--- src/sv/djs_pkg.sv ---
package djs_pkg;

    localparam int DL_W        = 10;
    localparam int PF_W        = 20;
    localparam int DONE_W      = 7;
    localparam int TOT_W       = 26;
    localparam int IN_DATA_W   = 32;
    localparam int OUT_DATA_W  = 40;
    localparam int OUT_PAD_W   = OUT_DATA_W - DONE_W - TOT_W - 1;
    localparam int SLOT_WORD   = 32;
    localparam int SLOT_POS_W  = 5;
    localparam int DONE_MAX    = 127;

    typedef struct packed {
        logic [DL_W-1:0] deadline;
        logic [PF_W-1:0] profit;
    } djs_job_t;

    typedef enum logic [1:0] {
        ST_LOAD,
        ST_POP,
        ST_SEARCH,
        ST_POST
    } djs_state_t;

    // controller to datapath
    typedef struct packed {
        logic load;
        logic pop;
        logic start;
        logic post;
    } djs_cmd_t;

    typedef struct packed {
        logic empty;
        logic overflow;
    } djs_chain_stat_t;

    typedef struct packed {
        logic busy;
        logic finishing;
        logic out_free;
    } djs_alloc_stat_t;

    // higher profit first, larger deadline first on a tie
    function automatic logic goes_before(djs_job_t a, djs_job_t b);
        logic r;
        if (a.profit != b.profit) begin
            r = a.profit > b.profit;
        end else begin
            r = a.deadline > b.deadline;
        end
        return r;
    endfunction

endpackage

--- src/sv/djs_ctrl.sv ---
module djs_ctrl (
    input  logic                     aclk,
    input  logic                     aresetn,
    input  logic                     s_tvalid,
    input  logic                     s_tlast,
    output logic                     s_tready,
    input  djs_pkg::djs_chain_stat_t chain_stat,
    input  djs_pkg::djs_alloc_stat_t alloc_stat,
    output djs_pkg::djs_cmd_t        cmd
);

    djs_pkg::djs_state_t state_reg, state_next;

    always_ff @(posedge aclk) begin
        if (!aresetn) begin
            state_reg <= djs_pkg::ST_LOAD;
        end else begin
            state_reg <= state_next;
        end
    end

    always_comb begin
        state_next = state_reg;
        cmd        = '0;
        s_tready   = 1'b0;
        case (state_reg)
            djs_pkg::ST_LOAD: begin
                s_tready = 1'b1;
                if (s_tvalid) begin
                    cmd.load = 1'b1;
                    if (s_tlast) begin
                        state_next = djs_pkg::ST_POP;
                    end
                end
            end
            djs_pkg::ST_POP: begin
                if (chain_stat.empty) begin
                    state_next = djs_pkg::ST_POST;
                end else begin
                    // head goes to the allocator as the chain shifts up
                    cmd.start  = 1'b1;
                    cmd.pop    = 1'b1;
                    state_next = djs_pkg::ST_SEARCH;
                end
            end
            djs_pkg::ST_SEARCH: begin
                if (!alloc_stat.busy || alloc_stat.finishing) begin
                    state_next = djs_pkg::ST_POP;
                end
            end
            djs_pkg::ST_POST: begin
                if (alloc_stat.out_free) begin
                    cmd.post   = 1'b1;
                    state_next = djs_pkg::ST_LOAD;
                end
            end
            default: begin
                state_next = djs_pkg::ST_LOAD;
            end
        endcase
    end

endmodule

--- config.mk ---
export PLATFORM = sky130hd
export DESIGN_NAME = djs_ctrl
export DESIGN_NICKNAME = d
export VERILOG_FILES = /design/src/sv/djs_pkg.sv /design/src/sv/djs_ctrl.sv
export SDC_FILE = /design/constraint.sdc
export NUM_CORES = 1
export LEC_CHECK = 0
export ABC_AREA = 1
export BUFFER_PORTS_ARGS = -buffer_cell sky130_fd_sc_hd__buf_2
export CAP_MARGIN = 20
export CORE_AREA = 2 2 39 41
export CTS_CLUSTER_DIAMETER = 30
export DETAILED_ROUTE_END_ITERATION = 8
export DIE_AREA = 0 0 41 43
export GPL_TIMING_DRIVEN = 0
export SYNTH_ARGS = -nofsm -noshare
export SYNTH_HDL_FRONTEND = slang
export SYNTH_SLANG_ARGS = --single-unit
--- constraint.sdc ---
create_clock -name aclk -period 0.95 [get_ports aclk]
set_input_delay 0.095 -clock aclk [delete_from_list [all_inputs] [get_ports aclk]]
set_output_delay 0.095 -clock aclk [all_outputs]
set_load 0.005 [all_outputs]
==> impl_metrics.tcl <==
set metrics [dict create \
    crit_type "reg -> out" \
    routabilityCongestion 0.658 \
    cts_buffers 3 \
    tritoncts "done" \
    synth_top_area_share_pct 26.7 \
    insertedDiodeCount 0 \
    synth_mux_area_share_pct 0 \
    run_status "complete, but fails checks" \
    placeableCoreArea_mm2 0.00138 \
    yosys.area_share.simple_pct 55.0 \
    drive_above_1_share_pct 62.2 \
    fillers 159 \
    vdd_ir_drop_max_uv 299 \
    io_pins 14 \
    whs_endpoint "state_reg[1]" \
    fin_ws_ns -0.120 \
    clkLatencyLatePin_ns 0.23 \
    min_period_ns 1.07 \
    yosysTopAreaCell "dfxtp_1" \
    globalRouteTotalUtil_pct 7.52 \
    grt_overflow 0 \
    rows 14 \
    netlist_area_um2 150 \
    synth_compound_area_share_pct 3.33 \
    syn_avg_cell_area_um2 5.56 \
    wirelength_um 542 \
    final.period_utilization_pct 113 \
    violations "negative setup slack" \
    synth_seq_cells 2 \
    syn_nets 36 \
    routedWlPerCell_um 8.89 \
    hold_buffers 0 \
    finalSetupViolCount 6 \
    routed_via_density 3.84 \
    grt_pass1_vias 250 \
    r2r_slack_ns -0.04 \
    clk_path_buf_depth 2 \
    start_util_pct 10.8 \
    synth_top_family_by_area "simple AND/OR/NAND/NOR gates" \
    r2r_start "state_reg[0]" \
    grt_pass1_wl_um 786 \
    hold_class "in -> reg" \
    finalHoldViolCount 0 \
    worstRegToRegCells 6 \
    r2r-end "state_reg[0]" \
    yosys-top-cells-area "dfxtp_1 27%, nand2_1 20%, nor2_1 13%" \
    num_vias 234 \
    crit_arrival_ns 0.98 \
    dieArea_mm2 0.00176 \
    cellLeakagePower_nw 0.179 \
    finalNonFillerCells 61 \
    drv_cap 0 \
    slew_headroom_pct 90.7 \
    fmax_mhz 934 \
    grt_max_degree 8 \
    powerDensity_mw_per_mm2 1430 \
    ant_nets 0 \
    first_iter_violations 3 \
    clkSinkCount 2 \
    syn-instance-count 27 \
    finClkSkew_ns 0.00468 \
    drv_slew 0 \
    largest_reg_flops 2 \
    synth_fa_ha_area_share_pct 0 \
    clock-root-buffer "clkbuf_4" \
    min_from "aresetn" \
    route.detailed.drc 0 \
    crit_path_end_kind "output port" \
    cp_max_fo 7 \
    yosys_warnings 0 \
    ys_types 10 \
    area_growth_pct 115 \
    firstDrtPassIters 3 \
    seq_area_frac_synth_pct 26.7 \
    synth-xor-area-share_pct 0 \
    antenna_found_initial 0 \
    h-tree-depth 1 \
    rsz0062_at_grt "true" \
    hold_depth 3 \
    dp_cells 55 \
    die_h_um 43 \
    worst_pin_slew_ns 0.138 \
    nets 56 \
    cp-start-kind "flop" \
    port-buffer-count 12 \
    critPathRequiredTime_ns 0.85 \
    clk_pin_slew_worst_paths_ns 0.03 \
    finalPower_uw 462 \
    die_w_um 41 \
]
placed cells by master (no fill, tap or decap):
master,count
clkbuf_4,3
inv_1,3
nand2_2,1
inv_4,1
nor2_2,3
nor3b_2,1
buf_6,3
nand3_1,3
nor3_4,1
o21ai_1,1
nor2_1,3
nand2_1,7
dfxtp_4,2
buf_2,11
buf_4,2
worst max-delay path: stages (launching register included):
cell     delay (ns)
dfxtp_4        0.37
nor3_4         0.17
buf_4          0.13
buf_6          0.08
synth_stat cells:
master and number:
nor2_2 1, nor3_1 1, buf_4 1, dfxtp_1 2, nor3b_1 1, inv_1 4
nand3_1 3, nor2_1 5, o21ai_0 1, nand2_1 8
metal layers:
metal  vias up  wire, um  part of all wire, %  track usage, %
met2         5       345                   64            12.2
li1        120         -                    -               -
met1       107       152                   28            3.19
met5         -         0                    0               0
met3         2        27                  5.0            3.66
met4         0        16                  3.0            12.7
report_power, final:
group | internal (mW) | switching (mW) | leakage (nW)
combinational | 0.0841 | 0.0652 | 0.148
clock | 0.140 | 0.0536 | 0.0138
sequential | 0.0963 | 0.0226 | 0.0178
total | 0.320 | 0.141 | 0.179
layout make-up:
cell class	count	area, um2	area share (%)
Inverter	4	17.5	5.43
Sequential cell	2	47.5	14.7
Multi-Input combinational cell	20	111	34.5
Buffer	1	7.51	2.33
Clock buffer	3	22.5	6.98
Tap cell	16	20.0	6.20
Timing Repair Buffer	15	96.3	29.8
through the flow:
stage | setup WS (ns) | util (%) | instance area, um2 | hold WS (ns) | setup TNS, ns
after floorplan | 0.00648 | - | 150 | 0.219 | 0
after CTS | -0.136 | 22.6 | 313 | 0.0816 | -0.472
final | -0.120 | 23.3 | 323 | 0.0874 | -0.473
after global routing | -0.176 | 23.3 | 323 | 0.109 | -0.814
after detailed placement | -0.122 | 16.6 | 230 | 0.343 | -0.184
after global placement | -0.108 | 16.6 | 230 | 0.347 | -0.146
kinds of logic (layout without fill, tap and decap cells):
logic type / after synthesis / count (layout)
DFF: 2 / 2
AOI/OAI and AO/OA: 1 / 1
and+or+nand+nor: 19 / 19
buffers and inverters: 5 / 23
how the worst max path moves through the flow:
stage	slack, ns	to	depth (start not counted)	from
6_report	-0.12	cmd[2]	3	state_reg[1]
2_1_floorplan	0.006	cmd[2]	3	state_reg[0]
5_1_grt	-0.18	cmd[2]	3	state_reg[1]
3_3_place_gp	-0.11	cmd[2]	4	state_reg[0]
4_1_cts	-0.14	cmd[2]	3	state_reg[1]
3_5_place_dp	-0.12	cmd[2]	4	state_reg[0]
repair_timing:
| action | CTS | global route |
|---|---|---|
| gates resized for setup | 12 | 4 |
| pin swaps | 2 | 4 |
| endpoints found under the setup margin | 7 | 7 |
| buffers inserted | 3 | 0 |
Note: power is estimated with default switching activity, not from simulation.
