--- config.mk ---
export PLATFORM = sky130hd
export DESIGN_NAME = djs_alloc
export DESIGN_NICKNAME = d
export VERILOG_FILES = /design/src/sv/djs_pkg.sv /design/src/sv/djs_alloc.sv
export SDC_FILE = /design/constraint.sdc
export NUM_CORES = 1
export LEC_CHECK = 0
export ABC_AREA = 1
export BUFFER_PORTS_ARGS = -buffer_cell sky130_fd_sc_hd__buf_2
export CAP_MARGIN = 40
export CORE_ASPECT_RATIO = 1.1
export CORE_MARGIN = 3
export CORE_UTILIZATION = 40
export CTS_CLUSTER_DIAMETER = 30
export DETAILED_ROUTE_END_ITERATION = 10
export SLEW_MARGIN = 10
export SYNTH_ARGS = -nofsm -noshare
export SYNTH_HDL_FRONTEND = slang
export SYNTH_SLANG_ARGS = --single-unit
--- constraint.sdc ---
create_clock -name aclk -period 4.04 [get_ports aclk]
set_input_delay 0.404 -clock aclk [delete_from_list [all_inputs] [get_ports aclk]]
set_output_delay 0.404 -clock aclk [all_outputs]
set_load 0.005 [all_outputs]
--- src/sv/djs_pkg.sv ---
package djs_pkg;

    localparam int DL_W        = 10;
    localparam int PF_W        = 20;
    localparam int DONE_W      = 7;
    localparam int TOT_W       = 26;
    localparam int IN_DATA_W   = 32;
    localparam int OUT_DATA_W  = 40;
    localparam int OUT_PAD_W   = OUT_DATA_W - DONE_W - TOT_W - 1;
    localparam int SLOT_WORD   = 32;
    localparam int SLOT_POS_W  = 5;
    localparam int DONE_MAX    = 127;

    typedef struct packed {
        logic [DL_W-1:0] deadline;
        logic [PF_W-1:0] profit;
    } djs_job_t;

    typedef enum logic [1:0] {
        ST_LOAD,
        ST_POP,
        ST_SEARCH,
        ST_POST
    } djs_state_t;

    // controller to datapath
    typedef struct packed {
        logic load;
        logic pop;
        logic start;
        logic post;
    } djs_cmd_t;

    typedef struct packed {
        logic empty;
        logic overflow;
    } djs_chain_stat_t;

    typedef struct packed {
        logic busy;
        logic finishing;
        logic out_free;
    } djs_alloc_stat_t;

    // higher profit first, larger deadline first on a tie
    function automatic logic goes_before(djs_job_t a, djs_job_t b);
        logic r;
        if (a.profit != b.profit) begin
            r = a.profit > b.profit;
        end else begin
            r = a.deadline > b.deadline;
        end
        return r;
    endfunction

endpackage

--- src/sv/djs_alloc.sv ---
module djs_alloc #(
    parameter int MAX_JOBS = 64
) (
    input  logic                                 aclk,
    input  logic                                 aresetn,
    input  djs_pkg::djs_cmd_t                    cmd,
    input  djs_pkg::djs_job_t                    head_job,
    input  logic                                 overflow,
    input  logic                                 m_tready,
    output logic                                 out_valid,
    output logic [djs_pkg::DONE_W-1:0]           out_done,
    output logic [djs_pkg::TOT_W-1:0]            out_total,
    output logic                                 out_ovf,
    output djs_pkg::djs_alloc_stat_t             stat
);

    localparam int CNT_W  = $clog2(MAX_JOBS + 1);
    localparam int NWORDS = (MAX_JOBS + djs_pkg::SLOT_WORD - 1) / djs_pkg::SLOT_WORD;
    localparam int WIDX_W = (NWORDS > 1) ? $clog2(NWORDS) : 1;
    localparam int HI_W   = djs_pkg::DL_W + 1;
    localparam int SW     = djs_pkg::SLOT_WORD;
    localparam int PW     = djs_pkg::SLOT_POS_W;
    localparam int TW     = djs_pkg::TOT_W;

    logic [SW-1:0]             slot_reg [NWORDS];
    logic [SW-1:0]             slot_next [NWORDS];
    logic                      active_reg, active_next;
    logic [WIDX_W-1:0]         wptr_reg, wptr_next;
    logic [SW-1:0]             mask_reg, mask_next;
    logic [djs_pkg::PF_W-1:0]  profit_reg, profit_next;
    logic [CNT_W-1:0]          done_reg, done_next;
    logic [TW-1:0]             total_reg, total_next;
    logic                      out_valid_reg, out_valid_next;
    logic [djs_pkg::DONE_W-1:0] out_done_reg;
    logic [TW-1:0]             out_total_reg;
    logic                      out_ovf_reg;

    logic [HI_W-1:0]           dm1, lim, hi;
    logic [SW-1:0]             word, avail;
    logic                      found;
    logic [PW-1:0]             sel;
    logic [TW:0]               sum;
    logic [djs_pkg::DONE_W-1:0] done_sat;

    // last usable slot of the incoming job
    assign dm1 = {1'b0, head_job.deadline} - HI_W'(1);
    assign lim = HI_W'(MAX_JOBS - 1);
    assign hi  = (dm1 > lim) ? lim : dm1;

    // one slot word per cycle, highest free bit under the mask
    assign word  = slot_reg[wptr_reg];
    assign avail = ~word & mask_reg;
    assign found = |avail;

    always_comb begin
        sel = '0;
        for (int b = 0; b < SW; b++) begin
            if (avail[b]) begin
                sel = PW'(b);
            end
        end
    end

    assign sum = {1'b0, total_reg} + (TW+1)'(profit_reg);
    assign done_sat = (32'(done_reg) > 32'(djs_pkg::DONE_MAX))
                      ? djs_pkg::DONE_W'(djs_pkg::DONE_MAX) : djs_pkg::DONE_W'(done_reg);

    always_comb begin
        slot_next   = slot_reg;
        active_next = active_reg;
        wptr_next   = wptr_reg;
        mask_next   = mask_reg;
        profit_next = profit_reg;
        done_next   = done_reg;
        total_next  = total_reg;
        if (cmd.post) begin
            for (int w = 0; w < NWORDS; w++) begin
                slot_next[w] = '0;
            end
            active_next = 1'b0;
            done_next   = '0;
            total_next  = '0;
        end else if (cmd.start) begin
            // zero deadline never gets a slot
            active_next = head_job.deadline != '0;
            wptr_next   = WIDX_W'(hi >> PW);
            mask_next   = {SW{1'b1}} >> (PW'(SW - 1) - hi[PW-1:0]);
            profit_next = head_job.profit;
        end else if (active_reg) begin
            if (found) begin
                slot_next[wptr_reg][sel] = 1'b1;
                active_next = 1'b0;
                done_next   = done_reg + CNT_W'(1);
                total_next  = sum[TW] ? {TW{1'b1}} : sum[TW-1:0];
            end else if (wptr_reg == '0) begin
                active_next = 1'b0;
            end else begin
                wptr_next = wptr_reg - WIDX_W'(1);
                mask_next = {SW{1'b1}};
            end
        end
    end

    always_comb begin
        out_valid_next = out_valid_reg;
        if (cmd.post) begin
            out_valid_next = 1'b1;
        end else if (m_tready) begin
            out_valid_next = 1'b0;
        end
    end

    always_ff @(posedge aclk) begin
        if (!aresetn) begin
            for (int w = 0; w < NWORDS; w++) begin
                slot_reg[w] <= '0;
            end
            active_reg    <= 1'b0;
            done_reg      <= '0;
            total_reg     <= '0;
            out_valid_reg <= 1'b0;
        end else begin
            slot_reg      <= slot_next;
            active_reg    <= active_next;
            done_reg      <= done_next;
            total_reg     <= total_next;
            out_valid_reg <= out_valid_next;
        end
    end

    always_ff @(posedge aclk) begin
        wptr_reg   <= wptr_next;
        mask_reg   <= mask_next;
        profit_reg <= profit_next;
        if (cmd.post) begin
            out_done_reg  <= done_sat;
            out_total_reg <= total_reg;
            out_ovf_reg   <= overflow;
        end
    end

    assign out_valid      = out_valid_reg;
    assign out_done       = out_done_reg;
    assign out_total      = out_total_reg;
    assign out_ovf        = out_ovf_reg;
    assign stat.busy      = active_reg;
    assign stat.finishing = active_reg && (found || wptr_reg == '0);
    assign stat.out_free  = !out_valid_reg || m_tready;

endmodule

==> flow_metrics.env <==
export IMPL_status="complete, no violations"
export IMPL_maxCapViolations=0
export IMPL_mostFrequentLayoutCells="nor2_1 (150), nand2_1 (131), a21oi_1 (106)"
export IMPL_fp_dieW_um=145
export IMPL_setup_viol=0
export IMPL_critPathKind="flop to primary output"
export IMPL_yosysWarnings=0
export IMPL_first_pass_iters=5
export IMPL_worstMarginPinSlew_ps=526
export IMPL_cts_tree="built"
export IMPL_critPathCaptureType="primary output"
export IMPL_fin_area_um2=9770
export IMPL_critPathLaunchType="flop"
export IMPL_async_reset_ff_share_pct=0
export IMPL_hold_viol=0
export IMPL_synth_fp_nets=1029
export IMPL_rsz0062_at_grt="false"
export IMPL_synthCells=967
export IMPL_largest_reg_flops=64
export IMPL_fin_tns_setup_ps=0
export IMPL_cp_arrival_ps=3070
export IMPL_netlist_area_um2=8520
export IMPL_htree_num_levels=4
export IMPL_rows=55
export IMPL_ios=76
export IMPL_cts_inserted_buffers=17
export IMPL_ir_drop_v=0.000305
export IMPL_grt_max_degree=45
export IMPL_grt_pass1_vias=6342
export IMPL_slew_viol_final=0
export IMPL_clockRootBuffer="clkbuf_16"
export IMPL_min_path_type="primary input to flop"
export IMPL_cts_resized_gates=0
export IMPL_gp_congestion=0.860
export IMPL_yosysUniqueCellTypes=44
export IMPL_io_buffer_count=73
export IMPL_wirelength_um=19400
export IMPL_final_antenna_net_count=0
export IMPL_syn_avg_cell_area_um2=8.81
export IMPL_track_usage_pct=16.9
export IMPL_min_path_cells=1
export IMPL_die_area_um2=23100
export IMPL_start_util_pct=41.1
export IMPL_clock_latency_ps=440
export IMPL_clk_transition_reported_paths_ps=80
export IMPL_ys_ff_latch=185
export IMPL_rrSetupSlack_ps=580
export IMPL_clkSinkCount=185
export IMPL_rr_endpoint="slot_reg[57]$_SDFFE_PP0P_"
export IMPL_synth_ff_type="dfxtp_1"
export IMPL_via_per_inst=5.00
export IMPL_dp_hpwl_um=13300
export IMPL_syn2layout_area_growth_pct=14.8
export IMPL_path_max_fanout=25
export IMPL_wl_per_cell_um=14.5
export IMPL_fmaxAchievable_ghz=0.288
export IMPL_synth_edff_count=86
export IMPL_layout_commonest_cell="nor2_1"
export IMPL_fin_crit_sh_pct=85.9
export IMPL_cts_hold_buf=0
export IMPL_grt_pass1_wl_um=31700
export IMPL_synth_seq_area_share_pct=53.6
export IMPL_die_h_um=159
export IMPL_hold_end="profit_reg[13]$_DFFE_PP_"
export IMPL_fin_skew_ps=14.4
export IMPL_reg2reg_depth=35
export IMPL_clock_path_buffers=2
export IMPL_drtIter0Drc=324
export IMPL_leakagePower_nw=3.72
export IMPL_post_cts_buffers=0
export IMPL_fin_nets=1102
export IMPL_placed_area_um2=9170
export IMPL_antenna_found_initial=1
export IMPL_core_area_um2=20700
export IMPL_vias=6701
export IMPL_slew_limit_headroom_pct=64.8
export IMPL_drc=0
export IMPL_r2r_start="wptr_reg$_SDFFCE_PN0P_"
export IMPL_period_needed_ps=3470
export IMPL_critPathRequiredTime_ps=3640
export IMPL_grt_overflow=0
export IMPL_hold_path_startpoint="head_job[13]"
export IMPL_powerDensity_nw_per_um2=407
export IMPL_drive_gt1_share_pct=14.5
## area by class of cell
class                   instances  area, µm²
fillers                      2024      10900
clock buffers                  17        425
inverters                     110        415
repair buffers                 91        520
multi-input cells             635       3320
diodes                          1       2.50
clock inverters                15        171
flip-flops and latches        185       4560
well taps                     285        357
## metrics by stage
stage	utilization, %	total power [mW]	setup slack, ps	hold WS [ps]	instances
CTS	47.2	4.02	528	119	1338
detailed placement	44.3	2.37	637	418	1306
floorplan	-	2.27	954	408	967
global placement	44.1	2.37	614	413	1304
finish	47.2	3.98	570	136	1339
global route	47.2	4.13	203	124	1339
## cells by family (layout without fill, tap and decap cells)
logic type      after synthesis  after routing  synth area share, %
compound gates              197            197                 12.6
xor+xnor                     25             25                 2.57
fa+ha+maj                    24             24                 3.61
buf+inv                     147            233                 7.48
flops                       185            185                 53.6
other cells                   0              1                    0
simple gates                389            389                 20.2
## power breakdown
part | switching [mW] | internal [mW] | total, mW | leakage, nW
clock network | 0.817 | 0.835 | 1.65 | 0.288
logic | 0.210 | 0.0949 | 0.305 | 1.76
registers | 0.0185 | 2.00 | 2.02 | 1.67
total | 1.05 | 2.93 | 3.98 | 3.72
## critical path, cell delays in order (launching register included)
cell and delay [ps]:
edfxtp_1 390, buf_4 370, nand2_1 150, o211ai_4 90, inv_1 80, nor2_1 260
nand2_1 270, nor4_4 450, nand2_2 150, o21ai_0 210, inv_1 70, buf_2 130
## how the worst max path moves through the flow
stage / from / endpoint / slack (ps) / cells after the start
2_1_floorplan: wptr_reg$_SDFFCE_PN0P_ / mask_reg[10]$_SDFFCE_PP1P_ / 950 / 10
3_3_place_gp: wptr_reg$_SDFFCE_PN0P_ / slot_reg[7]$_SDFFE_PP0P_ / 610 / 33
3_5_place_dp: wptr_reg$_SDFFCE_PN0P_ / slot_reg[25]$_SDFFE_PP0P_ / 640 / 33
4_1_cts: wptr_reg$_SDFFCE_PN0P_ / stat[1] / 530 / 11
5_1_grt: wptr_reg$_SDFFCE_PN0P_ / slot_reg[57]$_SDFFE_PP0P_ / 200 / 35
6_report: wptr_reg$_SDFFCE_PN0P_ / stat[1] / 570 / 11
## cell usage after synthesis, types with 13 or more instances
| master | instances | share of area (%) |
|---|---|---|
| o21ai_0 | 65 | 3.8 |
| nand2_1 | 131 | 5.8 |
| clkbuf_1 | 16 | 0.71 |
| dfxtp_1 | 99 | 23 |
| nand4_1 | 52 | 3.8 |
| a21oi_1 | 106 | 6.2 |
| ha_1 | 23 | 3.4 |
| edfxtp_1 | 86 | 30 |
| nand3_1 | 27 | 1.6 |
| inv_1 | 105 | 4.6 |
| xor2_1 | 13 | 1.3 |
| nor2_1 | 151 | 6.7 |
## metal layers
metal / up-vias / part of all wire (%) / routed length (µm) / global-route usage [%]
met4: 0 / 1.3 / 259 / 4.88
met1: 3145 / 46 / 8950 / 22.2
met5: - / 0 / 0 / 0
li1: 3411 / - / - / -
met3: 19 / 4.2 / 816 / 3.33
met2: 126 / 48 / 9330 / 28.5
Power figures use the tool's default switching activity.
